File: config.mk
export PLATFORM = sky130hd
export DESIGN_NAME = integer_nth_root_flat
export DESIGN_NICKNAME = d
export VERILOG_FILES = /design/src/hw/rtl/inr_pkg.sv /design/src/hw/rtl/inr_req_if.sv /design/src/hw/rtl/inr_rsp_if.sv /design/src/hw/rtl/inr_mul_unit.sv /design/src/hw/rtl/integer_nth_root.sv /design/src/flat_wrapper.sv
export VERILOG_INCLUDE_DIRS = /design/src /design/src/hw/rtl
export SDC_FILE = /design/constraint.sdc
export NUM_CORES = 2
export LEC_CHECK = 0
export ABC_CLOCK_PERIOD_IN_PS = 19150
export BUFFER_PORTS_ARGS = -buffer_cell sky130_fd_sc_hd__buf_2
export CAP_MARGIN = 40
export CORE_MARGIN = 5
export CORE_UTILIZATION = 61
export CTS_BUF_LIST = sky130_fd_sc_hd__clkbuf_4 sky130_fd_sc_hd__clkbuf_8 sky130_fd_sc_hd__clkbuf_16
export DETAILED_ROUTE_END_ITERATION = 8
export PLACE_DENSITY = 0.78
export SLEW_MARGIN = 20
export SYNTH_ARGS = -nofsm -noshare
export SYNTH_HDL_FRONTEND = slang
export SYNTH_SLANG_ARGS = --single-unit
File: constraint.sdc
create_clock -name clock -period 19.15 [get_ports clock]
set_clock_uncertainty 0.15 [all_clocks]
set_input_delay 1.915 -clock clock [delete_from_list [all_inputs] [get_ports clock]]
set_output_delay 1.915 -clock clock [all_outputs]
set_load 0.005 [all_outputs]
File: src/hw/rtl/assert_macros.svh
// Assertion macros shared by the integer n-th root RTL.
// Depends on nothing; included by the files that carry assertions.
`ifndef ASSERT_MACROS_SVH
`define ASSERT_MACROS_SVH

// Same-cycle implication, disabled while reset is high.
`define INR_ASSERT_IMP(lbl, clk, rst, ante, cons) \
   lbl: assert property (@(posedge clk) disable iff (rst) (ante) |-> (cons)) \
      else $error("inr assertion failed");

// Next-cycle implication, disabled while reset is high.
`define INR_ASSERT_NXT(lbl, clk, rst, ante, cons) \
   lbl: assert property (@(posedge clk) disable iff (rst) (ante) |=> (cons)) \
      else $error("inr assertion failed");

`endif

File: src/hw/rtl/inr_pkg.sv
// Package for the integer n-th root block: constants, sequencer states and
// the status struct of the shared multiplier. Depends on nothing.
`default_nettype none

package inr_pkg;

   localparam int VALUE_BITS_DEF = 31;
   localparam int DEGREE_BITS    = 5;
   // width of one multiplier digit taken from the candidate, one digit at a time
   localparam int MUL_DIGIT_BITS = 16;

   typedef enum logic [2:0] {
      ST_IDLE,
      ST_CAND,
      ST_POWER,
      ST_WAIT,
      ST_CHECK,
      ST_RESULT
   } state_type;

   typedef struct packed {
      logic busy;
      logic done;
   } mul_stat_type;

endpackage

`default_nettype wire

File: src/hw/rtl/inr_req_if.sv
// Request channel of the integer n-th root block: valid/ready and payload.
// Depends on inr_pkg for the degree width.
`default_nettype none

interface inr_req_if #(
   parameter int VALUE_BITS = inr_pkg::VALUE_BITS_DEF
);
   logic                          valid;
   logic                          ready;
   logic [VALUE_BITS-1:0]         value;
   logic [inr_pkg::DEGREE_BITS-1:0] degree;

   modport source (output valid, output value, output degree, input ready);
   modport sink   (input valid, input value, input degree, output ready);
endinterface

`default_nettype wire

File: src/hw/rtl/inr_rsp_if.sv
// Response channel of the integer n-th root block: valid/ready and payload.
// Depends on inr_pkg for the default value width.
`default_nettype none

interface inr_rsp_if #(
   parameter int VALUE_BITS = inr_pkg::VALUE_BITS_DEF
);
   logic                  valid;
   logic                  ready;
   logic [VALUE_BITS-1:0] root;
   logic                  exact;
   logic                  bad_degree;

   modport source (output valid, output root, output exact, output bad_degree, input ready);
   modport sink   (input valid, input root, input exact, input bad_degree, output ready);
endinterface

`default_nettype wire

File: src/hw/rtl/inr_mul_unit.sv
// Shared multiplier of the n-th root block: multiplies two VALUE_BITS operands
// one digit of the second operand at a time, most significant digit first.
// Depends on inr_pkg and assert_macros.svh.
`default_nettype none
`include "assert_macros.svh"

module inr_mul_unit #(
   parameter int VALUE_BITS = inr_pkg::VALUE_BITS_DEF,
   localparam int DIG  = inr_pkg::MUL_DIGIT_BITS,
   localparam int NDIG = (VALUE_BITS + DIG - 1) / DIG,
   localparam int ACCW = VALUE_BITS + NDIG * DIG
) (
   input  wire logic                  clock,
   input  wire logic                  reset,
   input  wire logic                  start,
   input  wire logic [VALUE_BITS-1:0] op_a,
   input  wire logic [VALUE_BITS-1:0] op_b,
   output logic      [ACCW-1:0]       product,
   output inr_pkg::mul_stat_type      stat
);

   localparam int PPW  = VALUE_BITS + DIG;
   localparam int BPW  = NDIG * DIG;
   localparam int CI_W = (NDIG > 1) ? $clog2(NDIG) : 1;

   logic            busy_ff, busy_in;
   logic            add_ff, add_in;   // high in the accumulate half of a digit
   logic [CI_W-1:0] ci_ff, ci_in;
   logic [PPW-1:0]  pp_ff, pp_in;
   logic [ACCW-1:0] acc_ff, acc_in;
   logic [BPW-1:0]  b_pad;
   logic [DIG-1:0]  digit;
   logic            last;

   assign b_pad = BPW'(op_b);
   assign digit = b_pad[ci_ff*DIG +: DIG];
   assign last  = (ci_ff == '0);

   always_comb begin
      busy_in = busy_ff;
      add_in  = add_ff;
      ci_in   = ci_ff;
      pp_in   = pp_ff;
      acc_in  = acc_ff;
      if (start) begin
         busy_in = 1'b1;
         add_in  = 1'b0;
         ci_in   = CI_W'(NDIG - 1);
         acc_in  = '0;
      end else if (busy_ff) begin
         if (!add_ff) begin
            pp_in  = {{DIG{1'b0}}, op_a} * {{VALUE_BITS{1'b0}}, digit};
            add_in = 1'b1;
         end else begin
            acc_in = (acc_ff << DIG) + ACCW'(pp_ff);
            add_in = 1'b0;
            if (last) begin
               busy_in = 1'b0;
            end else begin
               ci_in = ci_ff - CI_W'(1);
            end
         end
      end
   end

   always_ff @(posedge clock) begin
      if (reset) begin
         busy_ff <= 1'b0;
         add_ff  <= 1'b0;
      end else begin
         busy_ff <= busy_in;
         add_ff  <= add_in;
      end
      ci_ff  <= ci_in;
      pp_ff  <= pp_in;
      acc_ff <= acc_in;
   end

   assign product   = acc_ff;
   assign stat.busy = busy_ff;
   // product is complete at the edge that ends this cycle
   assign stat.done = busy_ff & add_ff & last;

   `INR_ASSERT_IMP(a_no_start_busy, clock, reset, start, !busy_ff)
   `INR_ASSERT_NXT(a_done_pulse, clock, reset, stat.done, !stat.done)
   `INR_ASSERT_IMP(a_add_when_busy, clock, reset, add_ff, busy_ff)

endmodule

`default_nettype wire

File: src/hw/rtl/integer_nth_root.sv
// Integer n-th root: for each request transaction (value, degree) returns the
// largest root with root^degree <= value, an exact flag, and bad_degree when the
// degree is zero. The root is found one bit a step from the top down; each
// candidate's power is built by a shared multiplier that takes one 16-bit digit
// of the candidate at a time. Each candidate needs at most degree multiplies,
// fewer when its power passes the value first; a zero degree goes straight to
// the result. One transaction is worked at a time; a finished response waits in
// an output register while the next request is accepted.
// Depends on inr_pkg, inr_req_if, inr_rsp_if, inr_mul_unit, assert_macros.svh.
`default_nettype none
`include "assert_macros.svh"

module integer_nth_root #(
   parameter int VALUE_BITS = inr_pkg::VALUE_BITS_DEF
) (
   input wire logic  clock,
   input wire logic  reset,
   inr_req_if.sink   req_ch,
   inr_rsp_if.source rsp_ch
);

   localparam int DIG   = inr_pkg::MUL_DIGIT_BITS;
   localparam int NDIG  = (VALUE_BITS + DIG - 1) / DIG;
   localparam int ACCW  = VALUE_BITS + NDIG * DIG;
   localparam int BIT_W = $clog2(VALUE_BITS);
   localparam int DW    = inr_pkg::DEGREE_BITS;

   inr_pkg::state_type    state_ff, state_in;
   logic [VALUE_BITS-1:0] value_ff, value_in;
   logic [DW-1:0]         degree_ff, degree_in;
   logic [VALUE_BITS-1:0] root_ff, root_in;
   logic [BIT_W-1:0]      bit_ff, bit_in;
   logic [VALUE_BITS-1:0] pow_ff, pow_in;
   logic [DW-1:0]         k_ff, k_in;
   logic                  exact_ff, exact_in;
   logic                  bad_ff, bad_in;

   logic                  rsp_valid_ff, rsp_valid_in;
   logic [VALUE_BITS-1:0] rsp_root_ff, rsp_root_in;
   logic                  rsp_exact_ff, rsp_exact_in;
   logic                  rsp_bad_ff, rsp_bad_in;

   logic                  mul_start;
   logic [ACCW-1:0]       prod;
   inr_pkg::mul_stat_type mul_stat;

   logic [VALUE_BITS-1:0] cand;
   logic [DW-1:0]         k_next;
   logic                  over;
   logic                  pow_full;
   logic                  cand_done;
   logic                  out_free;
   logic                  req_take;

   assign cand      = root_ff | (VALUE_BITS'(1) << bit_ff);
   assign k_next    = k_ff + DW'(1);
   assign over      = (prod > ACCW'(value_ff));
   assign pow_full  = (k_next == degree_ff);
   assign cand_done = over | pow_full;
   assign out_free  = !rsp_valid_ff | rsp_ch.ready;
   assign req_take  = req_ch.valid & (state_ff == inr_pkg::ST_IDLE);

   inr_mul_unit #(
      .VALUE_BITS(VALUE_BITS)
   ) u_mul (
      .clock  (clock),
      .reset  (reset),
      .start  (mul_start),
      .op_a   (pow_ff),
      .op_b   (cand),
      .product(prod),
      .stat   (mul_stat)
   );

   // next state
   always_comb begin
      state_in = state_ff;
      unique case (state_ff)
         inr_pkg::ST_IDLE: begin
            if (req_ch.valid) begin
               state_in = (req_ch.degree == '0) ? inr_pkg::ST_RESULT : inr_pkg::ST_CAND;
            end
         end
         inr_pkg::ST_CAND:  state_in = inr_pkg::ST_POWER;
         inr_pkg::ST_POWER: state_in = inr_pkg::ST_WAIT;
         inr_pkg::ST_WAIT: begin
            if (mul_stat.done) begin
               state_in = inr_pkg::ST_CHECK;
            end
         end
         inr_pkg::ST_CHECK: begin
            if (!cand_done) begin
               state_in = inr_pkg::ST_POWER;
            end else if (bit_ff == '0) begin
               state_in = inr_pkg::ST_RESULT;
            end else begin
               state_in = inr_pkg::ST_CAND;
            end
         end
         inr_pkg::ST_RESULT: begin
            if (out_free) begin
               state_in = inr_pkg::ST_IDLE;
            end
         end
         default: state_in = inr_pkg::ST_IDLE;
      endcase
   end

   // handshake and multiplier control
   always_comb begin
      req_ch.ready = (state_ff == inr_pkg::ST_IDLE);
      mul_start    = (state_ff == inr_pkg::ST_POWER);
   end

   // datapath
   always_comb begin
      value_in  = value_ff;
      degree_in = degree_ff;
      root_in   = root_ff;
      bit_in    = bit_ff;
      pow_in    = pow_ff;
      k_in      = k_ff;
      exact_in  = exact_ff;
      bad_in    = bad_ff;
      if (req_take) begin
         value_in  = req_ch.value;
         degree_in = req_ch.degree;
         root_in   = '0;
         bit_in    = BIT_W'(VALUE_BITS - 1);
         bad_in    = (req_ch.degree == '0);
         // with no candidate taken the root stays zero, exact only for zero
         exact_in  = (req_ch.degree != '0) && (req_ch.value == '0);
      end
      if (state_ff == inr_pkg::ST_CAND) begin
         pow_in = VALUE_BITS'(1);
         k_in   = '0;
      end
      if (state_ff == inr_pkg::ST_CHECK) begin
         if (!over) begin
            pow_in = prod[VALUE_BITS-1:0];
            k_in   = k_next;
            if (pow_full) begin
               root_in  = cand;
               exact_in = (prod == ACCW'(value_ff));
            end
         end
         // advance to the next root bit once this candidate is settled
         if (cand_done && (bit_ff != '0)) begin
            bit_in = bit_ff - BIT_W'(1);
         end
      end
   end

   // response register
   always_comb begin
      rsp_root_in  = rsp_root_ff;
      rsp_exact_in = rsp_exact_ff;
      rsp_bad_in   = rsp_bad_ff;
      rsp_valid_in = rsp_valid_ff & !rsp_ch.ready;
      if ((state_ff == inr_pkg::ST_RESULT) && out_free) begin
         rsp_valid_in = 1'b1;
         rsp_root_in  = bad_ff ? '0 : root_ff;
         rsp_exact_in = exact_ff & !bad_ff;
         rsp_bad_in   = bad_ff;
      end
   end

   always_ff @(posedge clock) begin
      if (reset) begin
         state_ff     <= inr_pkg::ST_IDLE;
         rsp_valid_ff <= 1'b0;
      end else begin
         state_ff     <= state_in;
         rsp_valid_ff <= rsp_valid_in;
      end
      value_ff     <= value_in;
      degree_ff    <= degree_in;
      root_ff      <= root_in;
      bit_ff       <= bit_in;
      pow_ff       <= pow_in;
      k_ff         <= k_in;
      exact_ff     <= exact_in;
      bad_ff       <= bad_in;
      rsp_root_ff  <= rsp_root_in;
      rsp_exact_ff <= rsp_exact_in;
      rsp_bad_ff   <= rsp_bad_in;
   end

   assign rsp_ch.valid      = rsp_valid_ff;
   assign rsp_ch.root       = rsp_root_ff;
   assign rsp_ch.exact      = rsp_exact_ff;
   assign rsp_ch.bad_degree = rsp_bad_ff;

   `INR_ASSERT_NXT(a_accept_leaves_idle, clock, reset, req_take, state_ff != inr_pkg::ST_IDLE)
   `INR_ASSERT_IMP(a_done_in_wait, clock, reset, mul_stat.done, state_ff == inr_pkg::ST_WAIT)
   `INR_ASSERT_IMP(a_busy_in_wait, clock, reset, mul_stat.busy, state_ff == inr_pkg::ST_WAIT)
   `INR_ASSERT_IMP(a_power_bounded, clock, reset,
                   (state_ff == inr_pkg::ST_POWER) && (k_ff != '0), pow_ff <= value_ff)

endmodule

`default_nettype wire

File: src/flat_wrapper.sv
// flat-port wrapper written by rule: the top's interface ports become plain ports
module integer_nth_root_flat 
#(
   parameter int VALUE_BITS = inr_pkg::VALUE_BITS_DEF
)
  (clock, reset, req_ch_valid, req_ch_value, req_ch_degree, req_ch_ready, rsp_ch_valid, rsp_ch_root, rsp_ch_exact, rsp_ch_bad_degree, rsp_ch_ready);
  inr_req_if #(.VALUE_BITS(VALUE_BITS)) req_ch_i ();
  inr_rsp_if #(.VALUE_BITS(VALUE_BITS)) rsp_ch_i ();
  input wire logic clock;
  input wire logic reset;
  input wire logic [$bits(req_ch_i.valid)-1:0] req_ch_valid;
  input wire logic [$bits(req_ch_i.value)-1:0] req_ch_value;
  input wire logic [$bits(req_ch_i.degree)-1:0] req_ch_degree;
  output wire logic [$bits(req_ch_i.ready)-1:0] req_ch_ready;
  output wire logic [$bits(rsp_ch_i.valid)-1:0] rsp_ch_valid;
  output wire logic [$bits(rsp_ch_i.root)-1:0] rsp_ch_root;
  output wire logic [$bits(rsp_ch_i.exact)-1:0] rsp_ch_exact;
  output wire logic [$bits(rsp_ch_i.bad_degree)-1:0] rsp_ch_bad_degree;
  input wire logic [$bits(rsp_ch_i.ready)-1:0] rsp_ch_ready;
  assign req_ch_i.valid = req_ch_valid;
  assign req_ch_i.value = req_ch_value;
  assign req_ch_i.degree = req_ch_degree;
  assign req_ch_ready = req_ch_i.ready;
  assign rsp_ch_valid = rsp_ch_i.valid;
  assign rsp_ch_root = rsp_ch_i.root;
  assign rsp_ch_exact = rsp_ch_i.exact;
  assign rsp_ch_bad_degree = rsp_ch_i.bad_degree;
  assign rsp_ch_i.ready = rsp_ch_ready;
  integer_nth_root #(.VALUE_BITS(VALUE_BITS)) u_core (.clock(clock), .reset(reset), .req_ch(req_ch_i), .rsp_ch(rsp_ch_i));
endmodule
==> results.md <==
* Outcome: finished, final reports clean
* P&R area growth vs syn at 7.46%
* Synthesized flop and latch total at 260
* Later-pin clock latency in the skew report at 0.55 ns
* Post-synth EDFFs at 117
* CP Buf/Inv Count at 7
* Width of the die at 224 µm
* TritonCTS clock tree: yes
* H-tree depth at 1
* Die height at 224 µm
* Die area at 50100 µm²
* Unique cell type count in the Yosys netlist at 71
* Critical path's slowest cell: fa_1
* Drt wl/cell at 19.5 µm
* Register area at 6380 µm²
* RSZ-0062 raised after global routing: no
* Critical Path AT at 8.46 ns
* Layout cells sized above 1 at 0.0694
* Fin crit share at 0.434
* Vias at 22030
* Clock buffer depth at 3
* Asr flop ratio synth at 0
* Mapped Nets at 3735
* Post-CTS Repair Setup Buffers at 0
* Syn Std Cell Area at 27900 µm²
* # clock sinks at 260
* Post_cts resized at 0
* Crit path kind: flip-flop to flip-flop
* Hold crit path type: flip-flop to flip-flop
* Post-synthesis sequential area ratio at 0.229
* IO Count at 75
* Routed WL at 72500 µm
* Tmin final at 8.30 ns
* Most frequent cells in the layout: nand2_1, inv_1, fa_1, and2_1, a21oi_1
* Slew headroom at 0.415
* Global-route met3 utilization at 0.0384
* Hold-fix buffers, CTS at 0
* Final Max Slew Viols at 0
* CTS root buffer: clkbuf_16
* Post-DP HPWL at 54500 µm
* GRT Util Overall at 0.290
* I/O Buffers at 74
* Number of warnings issued by yosys at 0
* N_diodes at 0
* Leakage at 14.1 nW
* GRT busiest layer: met2
* CP startpoint kind: flip-flop
* M2 GR Usage at 0.494
* Crit path max-delay family: adder cells
* Iteration-0 DRC Markers at 1996
* WP depth at 27
* Core Rows at 78
* Avg Vias per Cell at 5.93
* Commonest non-fill, non-tap cell in the layout: nand2_1
* Number of global-route vias before repair at 22967
* CTS buffer count at 26
* Worst setup startpoint: u_core.bit_ff[3]
* FILL cells at 3538
* Core ar. at 45300 µm²
* Post-layout util at 0.662
* Final hold vios at 0
* Predominant post-synthesis flop cell: dfxtp_1
* Final #Nets at 3724
* Initial antenna violation count at 1
* Hold path cells at 2
* Worst Max-Slew Pin Slew at 0.876 ns
* DRC viols at 0
* Post-Route Setup TNS at 0 ns
* Max stage delay on crit path at 0.55 ns
* Cell mode on critical path: fa_1
* Area of the multi-input gates at 19200 µm²
* Endpoints failing setup at 0
* Maxcap violations at 0
* Antenna Nets Post-Route at 0
* Worst Reg-to-Reg Cells at 27
* Largest net degree at the start of global routing at 75
* Power Density at 52.1 nW/µm²
* Mapped Cells at 3103
* Clock transition at the registers of the reported paths at 0.06 ns
* Hold path start: u_core.u_mul.product[62]
* Fmax at 0.120 GHz
* R2r startpoint: u_core.bit_ff[3]
* Peak VDD IR at 0.0785 mV
* Avg Cell Area, Syn at 8.99 µm²
* Grt met1 use at 0.385
* Routability cong. at 0.945
* Max FO, Critical Path at 31
* Initial Util at 0.616
* Critical path endpoint category: flip-flop
* DRT Pass-1 Iters at 6
* GR Overflow Total at 0
* First-pass GRT wire length at 118000 µm
* Req. time, crit path at 19.31 ns
[layer usage]
layer | wire [µm] | part of all wire | vias to the layer above
li1 | - | - | 9866
met1 | 28600 | 0.39 | 10954
met2 | 35800 | 0.49 | 1019
met3 | 5670 | 0.078 | 191
met4 | 2480 | 0.034 | 0
met5 | 0 | 0 | -
[where the power goes]
part / switching, mW / total (mW) / internal [mW] / leakage, nW
Clock: 0.224 / 0.495 / 0.272 / 0.422
Sequential: 0.0386 / 0.658 / 0.619 / 2.25
Combinational: 0.275 / 0.407 / 0.132 / 11.5
Total: 0.538 / 1.56 / 1.02 / 14.1
[cell usage after synthesis, drive strengths merged, types with 3 or more instances]
library cell	instances	area (µm²)
or2	6	37.5
o2111ai	3	26.3
a211o	6	52.6
a211oi	30	243
nor2	71	267
or3	5	31.3
nand4	21	131
nand3	67	335
o311ai	3	26.3
o41ai	3	45.1
a21o	49	368
nor3	22	115
and2b	3	22.5
a21oi	213	1070
o21bai	5	37.5
inv	479	1800
xor2	29	254
nor2b	45	282
dfxtp	143	2860
buf	19	76.3
o21ai	100	504
edfxtp	117	3510
a311oi	4	35.0
o21a	6	45.0
nor4	24	156
fa	405	8110
xnor2	55	482
a31o	3	26.3
nand2	516	1940
nor3b	7	52.6
o22ai	3	18.8
a41o	3	30.0
and3	20	125
clkbuf	149	561
ha	187	2340
and2	214	1340
o211ai	6	45.0
and4	4	35.0
a31oi	15	93.8
nand2b	12	75.1
[layout make-up]
type,count,share of cell area
Tap cell,600,0.0250
Sequential cell,260,0.213
Clock inverter,15,0.00376
Multi-Input combinational cell,2196,0.640
Clock buffer,33,0.0241
Inverter,479,0.0600
Timing Repair Buffer,129,0.0339
[state kept, by name (all words and copies together) (netlist names), 3 cells and up]
name,cells
u_core.pow_ff,31
u_core.u_mul.product,63
u_core.u_mul.pp_ff,47
u_core.rsp_ch.root,31
u_core.root_ff,31
u_core.bit_ff,5
u_core.degree_ff,5
u_core.value_ff,31
u_core.k_ff,5
u_core.state_ff,3
[path summary, 6_finish.rpt]
kind | slack, ns | endpoint
max reg2reg | 10.85 | u_core.u_mul.pp_ff[44]
max | 10.85 | u_core.u_mul.pp_ff[44]
min reg2reg | 0.31 | u_core.u_mul.product[62]
min | 0.31 | u_core.u_mul.product[62]
[worst reg2reg max path, cell delays in order (launching register included)]
cell	delay (ns)
dfxtp_1	0.51
nor3b_1	0.49
clkbuf_2	0.25
a211oi_1	0.10
a21oi_2	0.16
buf_4	0.41
nand2_1	0.17
fa_1	0.55
inv_1	0.05
fa_1	0.49
inv_1	0.05
fa_1	0.53
inv_1	0.05
fa_1	0.38
fa_1	0.51
inv_1	0.05
fa_1	0.48
inv_1	0.05
ha_1	0.44
nand2_1	0.14
or2_2	0.35
or2_2	0.28
o221a_2	0.26
o21a_1	0.25
o221ai_1	0.35
a211o_1	0.25
a41oi_1	0.16
xnor2_1	0.15
[cells by family (layout without fill, tap and decap cells)]
group           count (synthesis)  in the layout  share of synthesized area
simple gates                 1043           1043                      0.179
buf+inv                       647            656                     0.0873
fa+ha+maj                     592            592                      0.375
compound gates                475            475                      0.104
flops                         260            260                      0.229
xor+xnor                       84             84                     0.0264
mux                             2              2                   0.000718
[per-stage QoR]
step / cell area [µm²] / setup WS, ns / total power [mW] / instances / hold WS (ns)
finish: 30000 / 10.85 / 1.56 / 3712 / 0.311
global route: 30000 / 10.43 / 1.62 / 3712 / 0.346
CTS: 29800 / 10.66 / 1.56 / 3701 / 0.306
detailed placement: 29000 / 10.69 / 1.06 / 3653 / 0.297
global placement: 28700 / 10.79 / 1.03 / 3636 / 0.292
floorplan: 27900 / 11.41 / 0.905 / 3103 / 0.282
Power figures use the tool's default switching activity.
